## config.mk

```make
export PLATFORM = sky130hd
export DESIGN_NAME = xmodem_crc_receiver_core
export DESIGN_NICKNAME = d
export VERILOG_FILES = /design/src/rtl/xmcrc_pkg.sv /design/src/rtl/xmodem_crc_receiver_core.sv
export SDC_FILE = /design/constraint.sdc
export NUM_CORES = 1
export LEC_CHECK = 0
export ABC_AREA = 1
export BUFFER_PORTS_ARGS = -buffer_cell sky130_fd_sc_hd__clkbuf_2
export CORE_ASPECT_RATIO = 1.4
export CORE_MARGIN = 1
export CORE_UTILIZATION = 43
export CTS_BUF_LIST = sky130_fd_sc_hd__clkbuf_16
export DETAILED_ROUTE_END_ITERATION = 10
export GPL_ROUTABILITY_DRIVEN = 0
export GPL_TIMING_DRIVEN = 1
export PLACE_DENSITY = 0.65
export SYNTH_ARGS = -nofsm -noshare
export SYNTH_HDL_FRONTEND = slang
export SYNTH_SLANG_ARGS = --single-unit
```

## constraint.sdc

```tcl
create_clock -name clk -period 4.9 [get_ports clk]
set_clock_uncertainty 0.15 [all_clocks]
set_input_delay 0.245 -clock clk [delete_from_list [all_inputs] [get_ports clk]]
set_output_delay 0.245 -clock clk [all_outputs]
set_load 0.01 [all_outputs]
```

## src/rtl/xmcrc_pkg.sv

```systemverilog
// package: codes, result type and crc helper for the xmodem crc receiver
`default_nettype none

package xmcrc_pkg;

    localparam int MAX_BLOCK_BYTES = 1024;
    localparam int FIFO_DEPTH      = 4;
    localparam int FIFO_AW         = $clog2(FIFO_DEPTH);
    localparam int FIFO_CW         = $clog2(FIFO_DEPTH + 1);

    // input kinds
    localparam logic [1:0] KIND_START = 2'd0;
    localparam logic [1:0] KIND_BYTE  = 2'd1;
    localparam logic [1:0] KIND_TICK  = 2'd2;
    localparam logic [1:0] KIND_NOP   = 2'd3;

    // result kinds
    localparam logic [1:0] OK_TX     = 2'd0;
    localparam logic [1:0] OK_DATA   = 2'd1;
    localparam logic [1:0] OK_COMMIT = 2'd2;
    localparam logic [1:0] OK_STATUS = 2'd3;

    // run status
    localparam logic [1:0] ST_BUSY = 2'd0;
    localparam logic [1:0] ST_OK   = 2'd1;
    localparam logic [1:0] ST_ERR  = 2'd2;

    // protocol bytes
    localparam logic [7:0] CH_SOH  = 8'h01;
    localparam logic [7:0] CH_STX  = 8'h02;
    localparam logic [7:0] CH_EOT  = 8'h04;
    localparam logic [7:0] CH_ACK  = 8'h06;
    localparam logic [7:0] CH_NAK  = 8'h15;
    localparam logic [7:0] CH_CAN  = 8'h18;
    localparam logic [7:0] CH_C    = 8'h43;
    localparam logic [15:0] CRC_POLY = 16'h1021;

    localparam logic [10:0] LEN_SHORT = 11'd128;
    localparam logic [10:0] LEN_LONG  = 11'd1024;

    // register indexes
    localparam logic [2:0] REG_BLOCK_TIMEOUT = 3'd0;
    localparam logic [2:0] REG_START_RETRY   = 3'd1;
    localparam logic [2:0] REG_START_LIMIT   = 3'd2;
    localparam logic [2:0] REG_BLOCK_LIMIT   = 3'd3;
    localparam logic [2:0] REG_SLOT_SIZE     = 3'd4;
    localparam logic [2:0] REG_ALLOW_LONG    = 3'd5;

    typedef enum logic [2:0] {
        PH_START  = 3'd0,
        PH_HEADER = 3'd1,
        PH_BLKNUM = 3'd2,
        PH_BLKINV = 3'd3,
        PH_DATA   = 3'd4
    } phase_t;

    // what one item reports
    typedef enum logic [2:0] {
        EV_NONE,
        EV_C,
        EV_DATA,
        EV_ACK,
        EV_COMMIT,
        EV_NAK,
        EV_CAN
    } event_t;

    typedef struct packed {
        logic [1:0]  kind;
        logic [7:0]  data;
        logic [9:0]  idx;
        logic [15:0] off;
        logic [10:0] len;
        logic [1:0]  status;
        logic        last;
    } result_t;

    function automatic logic [15:0] crc_byte(input logic [15:0] crc_in, input logic [7:0] b);
        logic [15:0] c;
        c = crc_in ^ {b, 8'h00};
        for (int i = 0; i < 8; i++)
        begin
            c = c[15] ? ({c[14:0], 1'b0} ^ CRC_POLY) : {c[14:0], 1'b0};
        end
        return c;
    endfunction

    function automatic result_t make_res(input logic [1:0] k, input logic [7:0] d,
                                         input logic [9:0] idx, input logic [15:0] off,
                                         input logic [10:0] len);
        result_t r;
        r.kind   = k;
        r.data   = d;
        r.idx    = idx;
        r.off    = off;
        r.len    = len;
        r.status = ST_BUSY;
        r.last   = 1'b0;
        return r;
    endfunction

endpackage

`default_nettype wire

```

## src/rtl/xmodem_crc_receiver_core.sv

```systemverilog
// top level: xmodem crc receiver protocol engine with result queue
//
// channel   dir  beat contents
// s_axis    in   tuser = kind, tdata = rx_byte
// m_axis    out  tuser = out_kind, tdata = byte/index/offset/length/status, tlast = last
// cfg       in   cfg_we writes cfg_data into register cfg_index, no read-back
//
// one input beat per cycle while the queue has room; a beat is registered, then the phase logic
// and the byte-wide crc update run combinationally and push up to two results into a four-entry
// queue; the first result is offered once its beat has passed the input register and the queue
// write; items giving two results are paced by the output port, which moves one beat per cycle
// while m_axis_tready is high
// input is taken while the input stage is empty or the queue has room for two more results
// rst_n clears all control state and loads the register defaults
`default_nettype none

module xmodem_crc_receiver_core
(
    input  wire logic        clk,
    input  wire logic        rst_n,
    input  wire logic        s_axis_tvalid,
    output logic             s_axis_tready,
    input  wire logic [7:0]  s_axis_tdata,   // [7:0] rx_byte
    input  wire logic [1:0]  s_axis_tuser,   // [1:0] kind
    output logic             m_axis_tvalid,
    input  wire logic        m_axis_tready,
    output logic [47:0]      m_axis_tdata,   // [7:0] out_byte, [17:8] stage_index,
                                             // [33:18] store_offset, [44:34] store_length,
                                             // [46:45] run_status, [47] zero
    output logic [1:0]       m_axis_tuser,   // [1:0] out_kind
    output logic             m_axis_tlast,
    input  wire logic        cfg_we,
    input  wire logic [2:0]  cfg_index,
    input  wire logic [15:0] cfg_data
);

    // configuration
    logic [7:0]  block_timeout_reg;
    logic [7:0]  start_retry_reg;
    logic [7:0]  start_limit_reg;
    logic [7:0]  block_limit_reg;
    logic [15:0] capacity_reg;
    logic        allow_long_reg;

    // input stage
    logic        in_valid_reg;
    logic [1:0]  in_kind_reg;
    logic [7:0]  in_byte_reg;

    // protocol state
    xmcrc_pkg::phase_t phase_reg, phase_next;
    logic [1:0]  status_reg, status_next;
    logic [7:0]  exp_reg, exp_next;
    logic [7:0]  bnum_reg, bnum_next;
    logic [7:0]  binv_reg, binv_next;
    logic        long_reg, long_next;
    logic [10:0] bidx_reg, bidx_next;
    logic [15:0] crc_reg, crc_next;
    logic [15:0] rcrc_reg, rcrc_next;
    logic [7:0]  sec_reg, sec_next;
    logic [7:0]  hs_reg, hs_next;
    logic [7:0]  rc_reg, rc_next;
    logic [15:0] sp_reg, sp_next;

    // result queue
    xmcrc_pkg::result_t fifo_mem_reg [xmcrc_pkg::FIFO_DEPTH];
    logic [xmcrc_pkg::FIFO_AW-1:0] head_reg, tail_reg;
    logic [xmcrc_pkg::FIFO_CW-1:0] count_reg;

    logic        proc_fire;
    logic        pop;
    logic [1:0]  push_n;
    logic [10:0] blk_len;
    xmcrc_pkg::event_t  ev;
    xmcrc_pkg::result_t res_a, res_b;

    assign proc_fire     = in_valid_reg &&
                           (count_reg <= xmcrc_pkg::FIFO_CW'(xmcrc_pkg::FIFO_DEPTH - 2));
    assign s_axis_tready = !in_valid_reg || proc_fire;
    assign pop           = m_axis_tvalid && m_axis_tready;
    assign blk_len       = long_reg ? xmcrc_pkg::LEN_LONG : xmcrc_pkg::LEN_SHORT;

    always_ff @(posedge clk or negedge rst_n)
    begin
        if (!rst_n)
        begin
            block_timeout_reg <= 8'd3;
            start_retry_reg   <= 8'd3;
            start_limit_reg   <= 8'd20;
            block_limit_reg   <= 8'd10;
            capacity_reg      <= 16'd32768;
            allow_long_reg    <= 1'b0;
        end
        else if (cfg_we)
        begin
            unique case (cfg_index)
                xmcrc_pkg::REG_BLOCK_TIMEOUT: block_timeout_reg <= cfg_data[7:0];
                xmcrc_pkg::REG_START_RETRY:   start_retry_reg   <= cfg_data[7:0];
                xmcrc_pkg::REG_START_LIMIT:   start_limit_reg   <= cfg_data[7:0];
                xmcrc_pkg::REG_BLOCK_LIMIT:   block_limit_reg   <= cfg_data[7:0];
                xmcrc_pkg::REG_SLOT_SIZE:     capacity_reg      <= cfg_data;
                xmcrc_pkg::REG_ALLOW_LONG:    allow_long_reg    <= cfg_data[0];
                default:                      ;
            endcase
        end
    end

    always_ff @(posedge clk or negedge rst_n)
    begin
        if (!rst_n)
        begin
            in_valid_reg <= 1'b0;
        end
        else if (s_axis_tready)
        begin
            in_valid_reg <= s_axis_tvalid;
        end
    end

    always_ff @(posedge clk)
    begin
        if (s_axis_tready && s_axis_tvalid)
        begin
            in_kind_reg <= s_axis_tuser;
            in_byte_reg <= s_axis_tdata;
        end
    end

    // phase logic for one item
    always_comb
    begin
        logic        do_retry;
        logic        do_cancel;
        logic [7:0]  c;
        logic [7:0]  sec_inc;
        logic [7:0]  cnt_inc;
        logic [15:0] rcrc_full;
        logic [16:0] sp_end;

        ev        = xmcrc_pkg::EV_NONE;
        do_retry  = 1'b0;
        do_cancel = 1'b0;
        c         = in_byte_reg;
        sec_inc   = (sec_reg == 8'hFF) ? sec_reg : sec_reg + 8'd1;
        cnt_inc   = 8'd0;
        rcrc_full = {rcrc_reg[15:8], c};
        sp_end    = {1'b0, sp_reg} + {6'd0, blk_len};

        phase_next  = phase_reg;
        status_next = status_reg;
        exp_next    = exp_reg;
        bnum_next   = bnum_reg;
        binv_next   = binv_reg;
        long_next   = long_reg;
        bidx_next   = bidx_reg;
        crc_next    = crc_reg;
        rcrc_next   = rcrc_reg;
        sec_next    = sec_reg;
        hs_next     = hs_reg;
        rc_next     = rc_reg;
        sp_next     = sp_reg;

        if (in_kind_reg == xmcrc_pkg::KIND_NOP)
        begin
            ev = xmcrc_pkg::EV_NONE;
        end
        else if (in_kind_reg == xmcrc_pkg::KIND_START)
        begin
            exp_next    = 8'd1;
            rc_next     = 8'd0;
            bidx_next   = 11'd0;
            sp_next     = 16'd0;
            phase_next  = xmcrc_pkg::PH_START;
            sec_next    = 8'd0;
            hs_next     = 8'd1;
            if (start_limit_reg <= 8'd1)
                status_next = xmcrc_pkg::ST_ERR;
            else
            begin
                status_next = xmcrc_pkg::ST_BUSY;
                ev          = xmcrc_pkg::EV_C;
            end
        end
        else if (status_reg != xmcrc_pkg::ST_BUSY)
        begin
            // finished: the status-only result is added below
            ev = xmcrc_pkg::EV_NONE;
        end
        else if (in_kind_reg == xmcrc_pkg::KIND_BYTE)
        begin
            unique case (phase_reg)
                xmcrc_pkg::PH_START:
                begin
                    if (c == xmcrc_pkg::CH_SOH || c == xmcrc_pkg::CH_STX)
                    begin
                        long_next  = (c == xmcrc_pkg::CH_STX);
                        bidx_next  = 11'd0;
                        phase_next = xmcrc_pkg::PH_BLKNUM;
                        sec_next   = 8'd0;
                    end
                    else if (c == xmcrc_pkg::CH_CAN)
                        status_next = xmcrc_pkg::ST_ERR;
                end
                xmcrc_pkg::PH_HEADER:
                begin
                    if (c == xmcrc_pkg::CH_EOT)
                    begin
                        ev          = xmcrc_pkg::EV_ACK;
                        status_next = xmcrc_pkg::ST_OK;
                    end
                    else if (c == xmcrc_pkg::CH_CAN)
                        status_next = xmcrc_pkg::ST_ERR;
                    else if (c == xmcrc_pkg::CH_SOH || c == xmcrc_pkg::CH_STX)
                    begin
                        long_next  = (c == xmcrc_pkg::CH_STX);
                        bidx_next  = 11'd0;
                        phase_next = xmcrc_pkg::PH_BLKNUM;
                        sec_next   = 8'd0;
                    end
                    else
                        do_retry = 1'b1;
                end
                xmcrc_pkg::PH_BLKNUM:
                begin
                    bnum_next  = c;
                    phase_next = xmcrc_pkg::PH_BLKINV;
                    sec_next   = 8'd0;
                end
                xmcrc_pkg::PH_BLKINV:
                begin
                    binv_next = c;
                    if (long_reg && !(allow_long_reg && xmcrc_pkg::MAX_BLOCK_BYTES >= 1024))
                        do_retry = 1'b1;
                    else
                    begin
                        phase_next = xmcrc_pkg::PH_DATA;
                        sec_next   = 8'd0;
                        bidx_next  = 11'd0;
                        crc_next   = 16'd0;
                    end
                end
                default:
                begin
                    // data bytes, then crc high and low
                    sec_next  = 8'd0;
                    bidx_next = bidx_reg + 11'd1;
                    if (bidx_reg < blk_len)
                    begin
                        crc_next = xmcrc_pkg::crc_byte(crc_reg, c);
                        ev       = xmcrc_pkg::EV_DATA;
                    end
                    else if (bidx_reg == blk_len)
                        rcrc_next = {c, 8'h00};
                    else
                    begin
                        rcrc_next = rcrc_full;
                        if ((bnum_reg + binv_reg) != 8'hFF || crc_reg != rcrc_full)
                            do_retry = 1'b1;
                        else if (bnum_reg == exp_reg)
                        begin
                            if (sp_end > {1'b0, capacity_reg})
                                do_cancel = 1'b1;
                            else
                            begin
                                ev         = xmcrc_pkg::EV_COMMIT;
                                sp_next    = sp_end[15:0];
                                exp_next   = exp_reg + 8'd1;
                                rc_next    = 8'd0;
                                phase_next = xmcrc_pkg::PH_HEADER;
                                sec_next   = 8'd0;
                            end
                        end
                        else if (bnum_reg == exp_reg - 8'd1)
                        begin
                            // duplicate of the last block
                            ev         = xmcrc_pkg::EV_ACK;
                            rc_next    = 8'd0;
                            phase_next = xmcrc_pkg::PH_HEADER;
                            sec_next   = 8'd0;
                        end
                        else
                            do_cancel = 1'b1;
                    end
                end
            endcase
        end
        else
        begin
            sec_next = sec_inc;
            if (phase_reg == xmcrc_pkg::PH_START)
            begin
                if (sec_inc >= start_retry_reg)
                begin
                    cnt_inc = (hs_reg == 8'hFF) ? hs_reg : hs_reg + 8'd1;
                    hs_next = cnt_inc;
                    if (cnt_inc >= start_limit_reg)
                        status_next = xmcrc_pkg::ST_ERR;
                    else
                    begin
                        ev       = xmcrc_pkg::EV_C;
                        sec_next = 8'd0;
                    end
                end
            end
            else if (sec_inc >= block_timeout_reg)
                do_retry = 1'b1;
        end

        if (do_retry)
        begin
            bidx_next = 11'd0;
            cnt_inc   = (rc_reg == 8'hFF) ? rc_reg : rc_reg + 8'd1;
            rc_next   = cnt_inc;
            if (cnt_inc >= block_limit_reg)
                status_next = xmcrc_pkg::ST_ERR;
            else
            begin
                ev         = xmcrc_pkg::EV_NAK;
                phase_next = xmcrc_pkg::PH_HEADER;
                sec_next   = 8'd0;
            end
        end

        if (do_cancel)
        begin
            ev          = xmcrc_pkg::EV_CAN;
            status_next = xmcrc_pkg::ST_ERR;
        end
    end

    // results for one item
    always_comb
    begin
        logic [1:0] n;

        res_a = xmcrc_pkg::make_res(xmcrc_pkg::OK_STATUS, 8'd0, 10'd0, 16'd0, 11'd0);
        res_b = res_a;
        n     = 2'd1;
        unique case (ev)
            xmcrc_pkg::EV_C:
                res_a = xmcrc_pkg::make_res(xmcrc_pkg::OK_TX, xmcrc_pkg::CH_C,
                                            10'd0, 16'd0, 11'd0);
            xmcrc_pkg::EV_DATA:
                res_a = xmcrc_pkg::make_res(xmcrc_pkg::OK_DATA, in_byte_reg, bidx_reg[9:0],
                                            16'd0, 11'd0);
            xmcrc_pkg::EV_ACK:
                res_a = xmcrc_pkg::make_res(xmcrc_pkg::OK_TX, xmcrc_pkg::CH_ACK,
                                            10'd0, 16'd0, 11'd0);
            xmcrc_pkg::EV_NAK:
                res_a = xmcrc_pkg::make_res(xmcrc_pkg::OK_TX, xmcrc_pkg::CH_NAK,
                                            10'd0, 16'd0, 11'd0);
            xmcrc_pkg::EV_COMMIT:
            begin
                res_a = xmcrc_pkg::make_res(xmcrc_pkg::OK_COMMIT, 8'd0, 10'd0, sp_reg,
                                            blk_len);
                res_b = xmcrc_pkg::make_res(xmcrc_pkg::OK_TX, xmcrc_pkg::CH_ACK,
                                            10'd0, 16'd0, 11'd0);
                n     = 2'd2;
            end
            xmcrc_pkg::EV_CAN:
            begin
                res_a = xmcrc_pkg::make_res(xmcrc_pkg::OK_TX, xmcrc_pkg::CH_CAN,
                                            10'd0, 16'd0, 11'd0);
                res_b = res_a;
                n     = 2'd2;
            end
            default:
                // a no-op beat never reports, even after the run has finished
                n = (status_next != xmcrc_pkg::ST_BUSY &&
                     in_kind_reg != xmcrc_pkg::KIND_NOP) ? 2'd1 : 2'd0;
        endcase

        res_a.status = status_next;
        res_b.status = status_next;
        res_a.last   = (n == 2'd1);
        res_b.last   = 1'b1;
        push_n       = proc_fire ? n : 2'd0;
    end

    always_ff @(posedge clk or negedge rst_n)
    begin
        if (!rst_n)
        begin
            phase_reg  <= xmcrc_pkg::PH_START;
            status_reg <= xmcrc_pkg::ST_ERR;
            exp_reg    <= 8'd1;
            bnum_reg   <= 8'd0;
            binv_reg   <= 8'd0;
            long_reg   <= 1'b0;
            bidx_reg   <= 11'd0;
            crc_reg    <= 16'd0;
            rcrc_reg   <= 16'd0;
            sec_reg    <= 8'd0;
            hs_reg     <= 8'd0;
            rc_reg     <= 8'd0;
            sp_reg     <= 16'd0;
        end
        else if (proc_fire)
        begin
            phase_reg  <= phase_next;
            status_reg <= status_next;
            exp_reg    <= exp_next;
            bnum_reg   <= bnum_next;
            binv_reg   <= binv_next;
            long_reg   <= long_next;
            bidx_reg   <= bidx_next;
            crc_reg    <= crc_next;
            rcrc_reg   <= rcrc_next;
            sec_reg    <= sec_next;
            hs_reg     <= hs_next;
            rc_reg     <= rc_next;
            sp_reg     <= sp_next;
        end
    end

    // result queue
    always_ff @(posedge clk)
    begin
        if (push_n != 2'd0)
            fifo_mem_reg[tail_reg] <= res_a;
        if (push_n == 2'd2)
            fifo_mem_reg[tail_reg + xmcrc_pkg::FIFO_AW'(1)] <= res_b;
    end

    always_ff @(posedge clk or negedge rst_n)
    begin
        if (!rst_n)
        begin
            head_reg  <= '0;
            tail_reg  <= '0;
            count_reg <= '0;
        end
        else
        begin
            tail_reg  <= tail_reg + xmcrc_pkg::FIFO_AW'(push_n);
            head_reg  <= head_reg + xmcrc_pkg::FIFO_AW'(pop);
            count_reg <= count_reg + xmcrc_pkg::FIFO_CW'(push_n) - xmcrc_pkg::FIFO_CW'(pop);
        end
    end

    assign m_axis_tvalid = (count_reg != '0);
    assign m_axis_tuser  = fifo_mem_reg[head_reg].kind;
    assign m_axis_tlast  = fifo_mem_reg[head_reg].last;
    assign m_axis_tdata  = {1'b0,
                            fifo_mem_reg[head_reg].status,
                            fifo_mem_reg[head_reg].len,
                            fifo_mem_reg[head_reg].off,
                            fifo_mem_reg[head_reg].idx,
                            fifo_mem_reg[head_reg].data};

    // queue never overfills
    assert property (@(posedge clk) disable iff (!rst_n)
        count_reg <= xmcrc_pkg::FIFO_CW'(xmcrc_pkg::FIFO_DEPTH))
        else $error("result queue overflow");

    // a commit is always followed by its ack in the same item
    assert property (@(posedge clk) disable iff (!rst_n)
        m_axis_tvalid && m_axis_tuser == xmcrc_pkg::OK_COMMIT |-> !m_axis_tlast)
        else $error("commit marked as final result");

    // byte position stays within block plus two crc bytes
    assert property (@(posedge clk) disable iff (!rst_n)
        bidx_reg <= 11'(xmcrc_pkg::MAX_BLOCK_BYTES + 2))
        else $error("byte index out of range");

    // a held item in the input stage keeps waiting until the queue has room for two more results
    assert property (@(posedge clk) disable iff (!rst_n)
        in_valid_reg && !proc_fire |=> in_valid_reg)
        else $error("input item dropped");

endmodule

`default_nettype wire
```

; Yosys cells after proc, flatten, opt, wreduce, memory -nomap -nowiden
; Memories as Yosys holds them, arrays and structs flattened.
; Index checks and enable logic that the tools add are counted.
[word_totals]
n_memories = 1
ram_bits = 200
output_inout_bits = 53
inputBits = 34
register_bits = 172
[op_classes]
n_bitwise = 15
add_sub_neg = 13
magnitude_cmp = 8
n_reduce_logical = 46
muxes = 163
eq_ne = 52
[memory_table]
columns = name, depth, width, rd, rd_ports_with_merged_regs, wr, line
row1 = fifo_mem_reg, 4, 50, 1, 0, 2, xmodem_crc_receiver_core.sv:66  ; xmcrc_pkg::result_t fifo_mem_reg [xmcrc_pkg::FIFO_DEPTH];
[op_table]
columns = operator, count
row1 = $mux W8, 42
row2 = $pmux W50 S6, 1
row3 = $mux W16, 11
row4 = $mux W11, 10
row5 = $mux W13, 8
row6 = $pmux W50 S2, 1
row7 = $mux W3, 28
row8 = $pmux W11 S4, 1
row9 = $mux W1, 36
row10 = $mux W2, 17
row11 = $add A8 B1 Y8 const B, 4
row12 = $ge A8 B8 Y1, 4
row13 = $pmux W16 S2, 1
row14 = $reduce_and A8 Y1, 4
row15 = $eq A8 B8 Y1 const B, 3
row16 = $not A3 Y3, 8
row17 = $pmux W8 S3, 1
row18 = $ne A2 B2 Y1 const B, 10
row19 = $reduce_and A10 Y1, 2
row20 = $eq A3 B2 Y1 const B, 6
row21 = $reduce_and A6 Y1, 3
row22 = $reduce_bool A2 Y1, 9
row23 = $add A16 B11 Y17, 1
row24 = $gt A17 B16 Y1, 1
row25 = other kinds (47), 85

; Depth between registers and ports, before layout
; Gate-level depths: netlist of run 1.
[depth]
ltp_word = 23
depth_mapped = 31

; Worst setup path after synthesis of run 1
; No wires, ideal clock.
[synth_path]
kind = register to register
start = register sec_reg[0]
end = register count_reg[2] in the netlist's numbering
path_slack_ps = 303
t_required_ps = 4621
n_path_buf = 0
period_less_slack_ps = 4597
path_stages_with_launch = 32
setup_ps = 129
arrival_ps = 4319
cell_sequence = dfrtp_1 ha_1 inv_1 nor4_1 inv_1 nor2_1 inv_1 nor2_1 inv_1 nand2_1 xor2_1 inv_1 ha_1 nand2_1 nor2_1 nand4_1 nand3_1 nand2_1 o21ai_1 nand3_1 nand2_1 nand2_1 nand2_2 nand2_4 nand3_4 nand2_4 xor2_1 ha_1 inv_1 fa_1 xnor2_1 xor2_1
[synth_via]
elab_chain_len = 19
word_cells_on_any_way = 44
cone_classes = 3 x add/sub / 2 x order compare / 7 x eq/ne / 28 x mux / 4 x reduce/logical
[synth_rtl]
columns = item, line
row1 = "start, declared", xmodem_crc_receiver_core.sv:60  ; logic [7:0] sec_reg, sec_next;
row2 = "start signal, assigned", xmodem_crc_receiver_core.sv:409  ; sec_reg <= sec_next;
row3 = $add A8 B1 Y8 / $eq A8 B8 Y1 (equally long branches), xmodem_crc_receiver_core.sv:144  ; sec_inc = (sec_reg == 8'hFF) ? sec_reg : sec_reg + 8'd1;
row4 = $mux W8 *, xmodem_crc_receiver_core.sv:144
row5 = "parallel branches: the longest is 13 deep, another holds $ge A8 B8 Y1", --
row6 = $pmux W2 S2 *, xmodem_crc_receiver_core.sv:339  ; unique case (ev)
row7 = $mux W2 *, xmodem_crc_receiver_core.sv:377  ; push_n = proc_fire ? n : 2'd0;
row8 = $add A3 B2 Y3 *, xmodem_crc_receiver_core.sv:437  ; count_reg <= count_reg + xmcrc_pkg::FIFO_CW'(push_n) - xmcrc_pkg::FIFO_CW'(pop);
row9 = $sub A3 B1 Y3 *, xmodem_crc_receiver_core.sv:437
row10 = "end signal, assigned", xmodem_crc_receiver_core.sv:437
row11 = "end, declared", xmodem_crc_receiver_core.sv:68  ; logic [xmcrc_pkg::FIFO_CW-1:0] count_reg;
; Mark *: on every way between the ends.
; A chain may end at the register's enable or synchronous reset.

; Worst setup path in the final report of run 1
; Same ends and word-level chain as after synthesis.

==> results.toml, run 1 <==
[status]
outcome = "completed"

[setup_path]
crit_path_top_delay_cell = "dfrtp_1"
cp_slowest_stage_delay_ns = 0.41
path_buf_inv = 7
worstPathRequired_ns = 5.16
worstSetupStartpointType = "register"
end_kind = "register"
critPathKind = "register to register"
worst-path-max-fanout = 5
crit_family = "simple AND/OR/NAND/NOR gates"
cp_data_arrival_time_ns = 4.86
path_common_cell = "inv_1"

[floorplanning]
die_area_um2 = 40420
die_w_um = 170.2
coreArea_um2 = 38710
die_y_um = 237.5
rows = 85
start_util_pct = 44.00
pin_count = 87

[synth]
ys_warn_count = 0
avgSynthCellArea_um2 = 7.533
ys_seq_area_share_pct = 42.95
netlist_instances = 2261
yosys-top-cells-area = "dfrtp_1 21%, dfxtp_1 13%, nand2_1 9.3%"
netlist-cell-type-count = 50
synthFlopType = "dfrtp_1"
ys_top_cells_by_count = "420 x nand2_1, 296 x nand3_1, 251 x inv_1"
async_flop_share_pct = 50.82
netlist_area_um2 = 17030
yosysTopAreaCell = "dfrtp_1"
synth_edf_count = 42
synth_seq_cells = 305
synth.top_cell.area_share_pct = 21.16
yosysMostFrequentCell = "nand2_1"

[timing]
hold_viol_final = 0
holdWs_ns = 0.03295
max_freq_ghz = 0.2176
period_minus_slack_ns = 4.595
fin_ws_ns = 0.3048
period_share_pct = 93.78
final-setup-viol-count = 0
slew_viol_final = 0
timing.slew.headroom_pct = 37.23
fin_setup_tns_ns = 0
worst_pin_slew_ns = 0.9393

[routing]
vias = 15700
routedWlPerCell_um = 16.49
drcViolationCount = 0
via_per_inst = 5.419
firstDrtPassIters = 7
dr.first_iter.drc_count = 1179
routed_wl_mm = 47.76
ant_nets = 0

[global_routing]
grt_antenna_before_repair = 0
grt_pass1_vias = 15149
gr-usage-all-layers_pct = 24.06
grt_first_pass_wirelength_mm = 77.60
grt_max_degree = 99
grt-ovfl-total = 0

[placement]
dp_worst_setup_slack_ns = 0.1631
port_buffers = 76
dp_hpwl_mm = 32.61
post_dp_cell_area_um2 = 17850
placed_cells = 2797

[finish]
num-fill-cells = 3829
nets = 2450
finalNonFillerCells = 2897
layout-drive-gt1-share_pct = 10.06
largest_reg_flops = 140
fin_area_um2 = 19310
antenna_cells = 0
area_growth_pct = 13.36

[power_and_ir_drop]
p_leak_nw = 9.056
ir_drop_mv = 0.2183
powerDensity_nw_per_um2 = 508.2

[clocking]
clk_pin_slew_worst_paths_ns = 0.06
cts.sinks = 305
h-tree-depth = 2
root_buffer = "clkbuf_16"
clk_path_buf_depth = 3
clk_latency_ns = 0.53
cts_tree = "built"
cts_buffers = 35

[worst_hold_path]
hold_class = "input pin to register"

[job]
maxCapViolCount = 0
## placed cells by master (no fill, tap or decap), types with 9 or more instances in the layout
| cell type | instances |
|---|---|
| a21oi_1 | 94 |
| a22oi_1 | 9 |
| buf_4 | 40 |
| clkbuf_16 | 35 |
| clkbuf_2 | 75 |
| clkinv_1 | 11 |
| conb_1 | 10 |
| dfrtp_1 | 143 |
| dfstp_2 | 11 |
| dfxtp_1 | 108 |
| dlygate4sd3_1 | 31 |
| edfxtp_1 | 42 |
| ha_1 | 65 |
| inv_1 | 256 |
| inv_2 | 14 |
| nand2_1 | 417 |
| nand2_2 | 10 |
| nand3_1 | 294 |
| nand4_1 | 34 |
| nor2_1 | 218 |
| nor2_2 | 13 |
| nor3_1 | 24 |
| nor4_1 | 14 |
| o21ai_0 | 233 |
| o22ai_1 | 47 |
| xnor2_1 | 18 |
| xor2_1 | 34 |
## stage by stage
stage	util [%]	total power, W
floorplan	-	0.006068
global placement	46.12	0.007263
detailed placement	46.12	0.007359
CTS	49.54	0.009759
global route	49.87	0.01044
finish	49.87	0.009813
## area by class of cell
class	instances	area (µm²)	share of cell area, %
timing repair buffer	149	1037	5.372
multi-input combinational	1592	8288	42.93
inverter	265	994.7	5.152
tap	522	653.1	3.383
clock inverter	29	141.4	0.7323
clock buffer	35	875.8	4.536
sequential	305	7317	37.90
## path summary, 6_finish.rpt
path                                          start             endpoint  slack, ns  cells past startpoint
worst max-delay path                     sec_reg[0]         count_reg[2]       0.30                     31
worst min-delay path                  m_axis_tready          head_reg[0]       0.03                      4
worst max register to register           sec_reg[0]         count_reg[2]       0.30                     31
worst min register to register  fifo_mem_reg[2][20]  fifo_mem_reg[2][20]       0.27                      2
max in group asynchronous                     rst_n        status_reg[1]       3.34                      3
min in group asynchronous                     rst_n          crc_reg[13]       0.20                      2
## worst min-delay path, delay by kind of cell
family / cells / cell delay, ns
buf+inv: 2 / 0.19
simple gates: 1 / 0.12
fa+ha+maj: 1 / 0.12
## metal layers
metal	GRT usage [%]	wire length (µm)
met4	8.490	1333
met3	2.764	2341
met2	43.58	24290
met1	29.11	19790
met5	0	0
## report_power, final
part           internal, W  switching (W)  leakage, nW
combinational      0.00134        0.00283         5.24
clock              0.00131        0.00106        0.532
sequential         0.00296       0.000318         3.29
total              0.00560        0.00421         9.06
## repair_timing
item	4_1_cts	5_1_grt
buffers inserted	0	5
setup endpoints to repair	0	178
hold buffers	31	0
resized for setup	0	31
endpoints found under the hold margin	132	0
## cells by family (layout without fill, tap and decap cells)
kind of cell	count (synthesis)	count (layout)	share of synthesized area [%]
buf+inv	373	478	9.219
simple gates	1042	1042	26.63
compound gates	418	418	13.32
other cells	1	10	0.02202
xor+xnor	54	54	2.777
flops	305	305	42.95
fa+ha+maj	68	68	5.083
Power figures use the tool's default switching activity.
==> inputs of run 2 (changes only) <==
--- a/config.mk
+++ b/config.mk
@@ -14,7 +14,6 @@
 export DETAILED_ROUTE_END_ITERATION = 10
 export GPL_ROUTABILITY_DRIVEN = 0
 export GPL_TIMING_DRIVEN = 1
-export PLACE_DENSITY = 0.65
 export SYNTH_ARGS = -nofsm -noshare
 export SYNTH_HDL_FRONTEND = slang
 export SYNTH_SLANG_ARGS = --single-unit
==> run 2 against run 1 <==
Net effect:
- sequential share of layout area grew 0.059 points
- register-to-register slack better by 0.02 ns
- worst hold slack improved by 0.13 ns
- non-clock buffer count fell by 1
- wire length up 1.1%
- combinational power hardly changed
- first-iteration DRC count shrank 8.5%
- clock-buffer cell count is 4 lower
- utilization decreased by 0.077 points
- sequential cell count is the same
==> results.toml, run 2 (synthesis results as in run 1) <==
[status]
outcome = "completed"

[finish]
final_common_cell = "nand2_1"
finalNonFillerCells = 2889
largest_reg_flops = 140
antenna_cells = 0
most-common-layout-cells = "418 x nand2_1, 294 x nand3_1, 252 x inv_1"
area_growth_pct = 13.18
nets = 2445
fin_util_pct = 49.80
layout-drive-gt1-share_pct = 9.717
num-fill-cells = 3901

[setup_path]
cp_data_arrival_time_ns = 4.94
regToRegEndpoint = "count_reg[2]"
path_common_cell = "nand2_1"
critPathKind = "register to register"
crit_path_top_delay_cell = "dfrtp_1"
worstSetupStartpointType = "register"
worstRegToRegCells = 29
cp_slowest_stage_delay_ns = 0.41
worst-path-max-fanout = 4
rrSetupSlack_ns = 0.32
worstPathRequired_ns = 5.26
end_kind = "register"
reg2reg_from = "long_reg"

[placement]
dp_hpwl_mm = 32.93
port_buffers = 76
placed_cells = 2795
dp_worst_setup_slack_ns = 0.1799

[routing]
ant_nets = 0
routedWlPerCell_um = 16.72
firstDrtPassIters = 5
via_per_inst = 5.392
dr.first_iter.drc_count = 1079
routed_wl_mm = 48.30
vias = 15578
drcViolationCount = 0

[clocking]
h-tree-depth = 1
cts.sinks = 305
clk_latency_ns = 0.59
root_buffer = "clkbuf_16"
clk_pin_slew_worst_paths_ns = 0.06
cts_buffers = 31
cts_tree = "built"
clk_path_buf_depth = 3

[worst_hold_path]
hold_class = "input pin to asynchronous set/reset pin"

[floorplanning]
die_w_um = 170.2
start_util_pct = 44.00
die_y_um = 237.5
rows = 85
pin_count = 87
die_area_um2 = 40420
coreArea_um2 = 38710

[timing]
final-setup-viol-count = 0
fin_ws_ns = 0.3215
timing.slew.headroom_pct = 36.54
max_freq_ghz = 0.2184
holdWs_ns = 0.1610
slew_viol_final = 0
period_minus_slack_ns = 4.578
period_share_pct = 93.44
worst_pin_slew_ns = 0.9496
fin_setup_tns_ns = 0
hold_viol_final = 0

[global_routing]
grt-ovfl-total = 0
grt_antenna_before_repair = 0
grt_pass1_vias = 14995
gr-usage-all-layers_pct = 24.11
grt_max_degree = 90
grt_first_pass_wirelength_mm = 77.51

[power_and_ir_drop]
p_leak_nw = 9.015
ir_drop_mv = 0.2944
powerDensity_nw_per_um2 = 503.5

[job]
maxCapViolCount = 0
[run 2: cell count changes in the layout (fill, tap and decap cells not counted), moves of 2 or more]
cell | before | now
a21oi_2 | 3 | 6
bufinv_16 | 0 | 3
dlygate4sd3_1 | 31 | 33
ha_1 | 65 | 63
a21oi_1 | 94 | 91
inv_6 | 3 | 1
clkinv_1 | 11 | 15
buf_4 | 40 | 36
nor2_1 | 218 | 220
clkinv_2 | 8 | 5
clkinvlp_4 | 2 | 0
clkbuf_16 | 35 | 31
inv_1 | 256 | 252
[run 2: worst max path at each step]
stage	from	endpoint	slack, ns	cells after the start
detailed placement	sec_reg[0]	count_reg[2]	0.18	31
CTS	sec_reg[0]	count_reg[2]	0.14	31
floorplan	sec_reg[0]	count_reg[2]	0.30	31
global route	long_reg	count_reg[2]	-0.01	29
global placement	sec_reg[0]	count_reg[2]	0.22	31
finish	long_reg	count_reg[2]	0.32	29
[run 2: report_power, final]
group          leakage (nW)  total, W  internal (W)  switching (W)
sequential             3.29   0.00324       0.00296       0.000282
combinational          5.24   0.00415       0.00131        0.00284
clock                 0.493   0.00232       0.00130        0.00102
[run 2: metrics by stage]
stage	power (W)	area (µm²)
6_report	0.009706	19280
5_1_grt	0.01037	19280
4_1_cts	0.009706	19150
3_5_place_dp	0.007340	17850
3_3_place_gp	0.007270	17850
2_1_floorplan	0.006068	17070
[run 2: layer usage]
metal	track usage, %	up-vias	routed length [µm]
li1	-	7674	-
met1	29.32	7373	20070
met2	43.67	437	24540
met3	2.531	94	2271
met4	8.490	0	1415
met5	0	-	0
[run 2: worst max-delay path: cells and delay by family, from the launching register on]
| family | cells | cell delay (ns) |
|---|---|---|
| DFF | 1 | 0.41 |
| and+or+nand+nor | 17 | 1.68 |
| xor gates and xnor gates | 4 | 0.72 |
| adders and majority gates | 4 | 1.03 |
| AOI/OAI and AO/OA | 2 | 0.38 |
| buffers and inverters | 2 | 0.13 |
[run 2: final cells by class]
| class | instances | area, µm² | share of cell area (%) |
|---|---|---|---|
| timing repair buffer | 148 | 1047 | 5.433 |
| inverter | 265 | 994.7 | 5.160 |
| tap | 522 | 653.1 | 3.388 |
| sequential | 305 | 7317 | 37.96 |
| multi-input combinational | 1592 | 8299 | 43.05 |
| clock buffer | 31 | 775.7 | 4.024 |
| clock inverter | 26 | 190.2 | 0.9866 |
[run 2: timing repair]
item                                    4_1_cts  5_1_grt
hold buffers                                 33        0
setup buffers                                 0        4
resized for setup                             0       30
endpoints found under the setup margin        0      180
endpoints found under the hold margin       142        0
==> inputs of run 3 (changes only) <==
--- a/config.mk
+++ b/config.mk
@@ -14,6 +14,8 @@
 export DETAILED_ROUTE_END_ITERATION = 10
 export GPL_ROUTABILITY_DRIVEN = 0
 export GPL_TIMING_DRIVEN = 1
+export HOLD_SLACK_MARGIN = 0.15
+export MAX_ROUTING_LAYER = met4
 export SYNTH_ARGS = -nofsm -noshare
 export SYNTH_HDL_FRONTEND = slang
 export SYNTH_SLANG_ARGS = --single-unit
==> run 3 against run 2 <==
Net effect:
- worst hold slack improved by 0.0023 ns
- design area hardly changed
- sequential power is essentially flat
- sequential cell count is the same
==> results.toml, run 3 (synthesis results as in run 1) <==
[finish]
fin_util_pct = 49.82
final_common_cell = "nand2_1"
area_growth_pct = 13.24
antenna_cells = 0
seq_area_um2 = 7317
num-fill-cells = 3900
most-common-layout-cells = "418 x nand2_1, 294 x nand3_1, 252 x inv_1"
layout-drive-gt1-share_pct = 9.713
largest_reg_flops = 140
multiInputGateArea_um2 = 8299
nets = 2446

[power_and_ir_drop]
p_leak_nw = 9.021
ir_drop_mv = 0.2966
powerDensity_nw_per_um2 = 503.6

[timing]
hold_viol_final = 0
timing.slew.headroom_pct = 36.71
period_minus_slack_ns = 4.574
worst_pin_slew_ns = 0.9493
fin_setup_tns_ns = 0
max_freq_ghz = 0.2186
period_share_pct = 93.35
fin_ws_ns = 0.3257
final-setup-viol-count = 0
slew_viol_final = 0

[floorplanning]
coreArea_um2 = 38710
die_area_um2 = 40420
die_w_um = 170.2
start_util_pct = 44.00
rows = 85
die_y_um = 237.5
pin_count = 87

[setup_path]
worstRegToRegCells = 29
end_kind = "register"
crit_path_top_delay_cell = "dfrtp_1"
path_common_cell = "nand2_1"
critPathKind = "register to register"
reg2reg_from = "long_reg"
worst-path-max-fanout = 4
rrSetupSlack_ns = 0.33
worstSetupStartpointType = "register"
regToRegEndpoint = "count_reg[2]"
cp_data_arrival_time_ns = 4.93
cp_slowest_stage_delay_ns = 0.41
worstPathRequired_ns = 5.26

[clocking]
clk_latency_ns = 0.59
clk_path_buf_depth = 3
h-tree-depth = 1
cts_buffers = 31
cts.sinks = 305
clk_pin_slew_worst_paths_ns = 0.06
cts_tree = "built"
root_buffer = "clkbuf_16"

[routing]
drcViolationCount = 0
via_per_inst = 5.387
firstDrtPassIters = 5
dr.first_iter.drc_count = 1082
routedWlPerCell_um = 16.75
routed_wl_mm = 48.40
ant_nets = 0
vias = 15569

[global_routing]
grt-ovfl-total = 0
grt_max_degree = 90
grt_pass1_vias = 15009
grt_first_pass_wirelength_mm = 77.54
grt_antenna_before_repair = 0
gr-usage-all-layers_pct = 24.83

[placement]
dp_worst_setup_slack_ns = 0.1799
dp_hpwl_mm = 32.93
port_buffers = 76

[status]
outcome = "completed"

[worst_hold_path]
hold_class = "input pin to asynchronous set/reset pin"

[job]
maxCapViolCount = 0
[run 3: final cells by class]
class,count,area share [%]
Tap cell,522,3.386
Clock buffer,31,4.022
Clock inverter,26,0.9861
Sequential cell,305,37.94
Inverter,265,5.157
Timing Repair Buffer,149,5.482
Multi-Input combinational cell,1592,43.03
[run 3: how the worst max path moves through the flow]
| stage | endpoint | startpoint | slack (ns) | cells after the start |
|---|---|---|---|---|
| 4_1_cts | count_reg[2] | sec_reg[0] | 0.14 | 31 |
| 3_3_place_gp | count_reg[2] | sec_reg[0] | 0.22 | 31 |
| 5_1_grt | count_reg[2] | long_reg | -0.01 | 29 |
| 3_5_place_dp | count_reg[2] | sec_reg[0] | 0.18 | 31 |
| 2_1_floorplan | count_reg[2] | sec_reg[0] | 0.30 | 31 |
| 6_report | count_reg[2] | long_reg | 0.33 | 29 |
[run 3: stage by stage]
stage                     instances  hold WS (ns)  instance area (µm²)  total power, W
after global placement         2795        0.2500                17850        0.007270
after floorplan                2270       -0.2006                17070        0.006068
after global routing           2890        0.2066                19290         0.01037
after CTS                      2886        0.1630                19160        0.009708
after detailed placement       2795        0.2587                17850        0.007340
final                          2890        0.1633                19290        0.009713
[run 3: layer usage]
layer	GRT usage [%]	vias up	wire length (µm)
met5	-	-	0
met4	8.791	0	1482
met3	2.481	103	2098
met2	43.57	420	24630
met1	29.35	7369	20200
li1	-	7677	-
[run 3: critical path, delay by kind of cell (launching register included)]
kind                     cells  cell delay (ns)
XOR/XNOR                     4             0.72
flip-flops                   1             0.41
AO/OA/AOI/OAI                2             0.38
AND/OR/NAND/NOR             17             1.68
buffers and inverters        2             0.14
adder cells (fa/ha/maj)      4             1.03
[run 3: power by group]
group	switching (W)	internal, W
sequential	0.000282	0.00296
combinational	0.00284	0.00131
clock	0.00102	0.00130
total	0.00415	0.00557
[run 3: repair_timing]
item                                    4_1_cts  5_1_grt
hold buffers                                 34        0
endpoints found under the setup margin        0      180
hold endpoints to repair                    160        0
resized for setup                             0       30
buffers inserted                              0        4
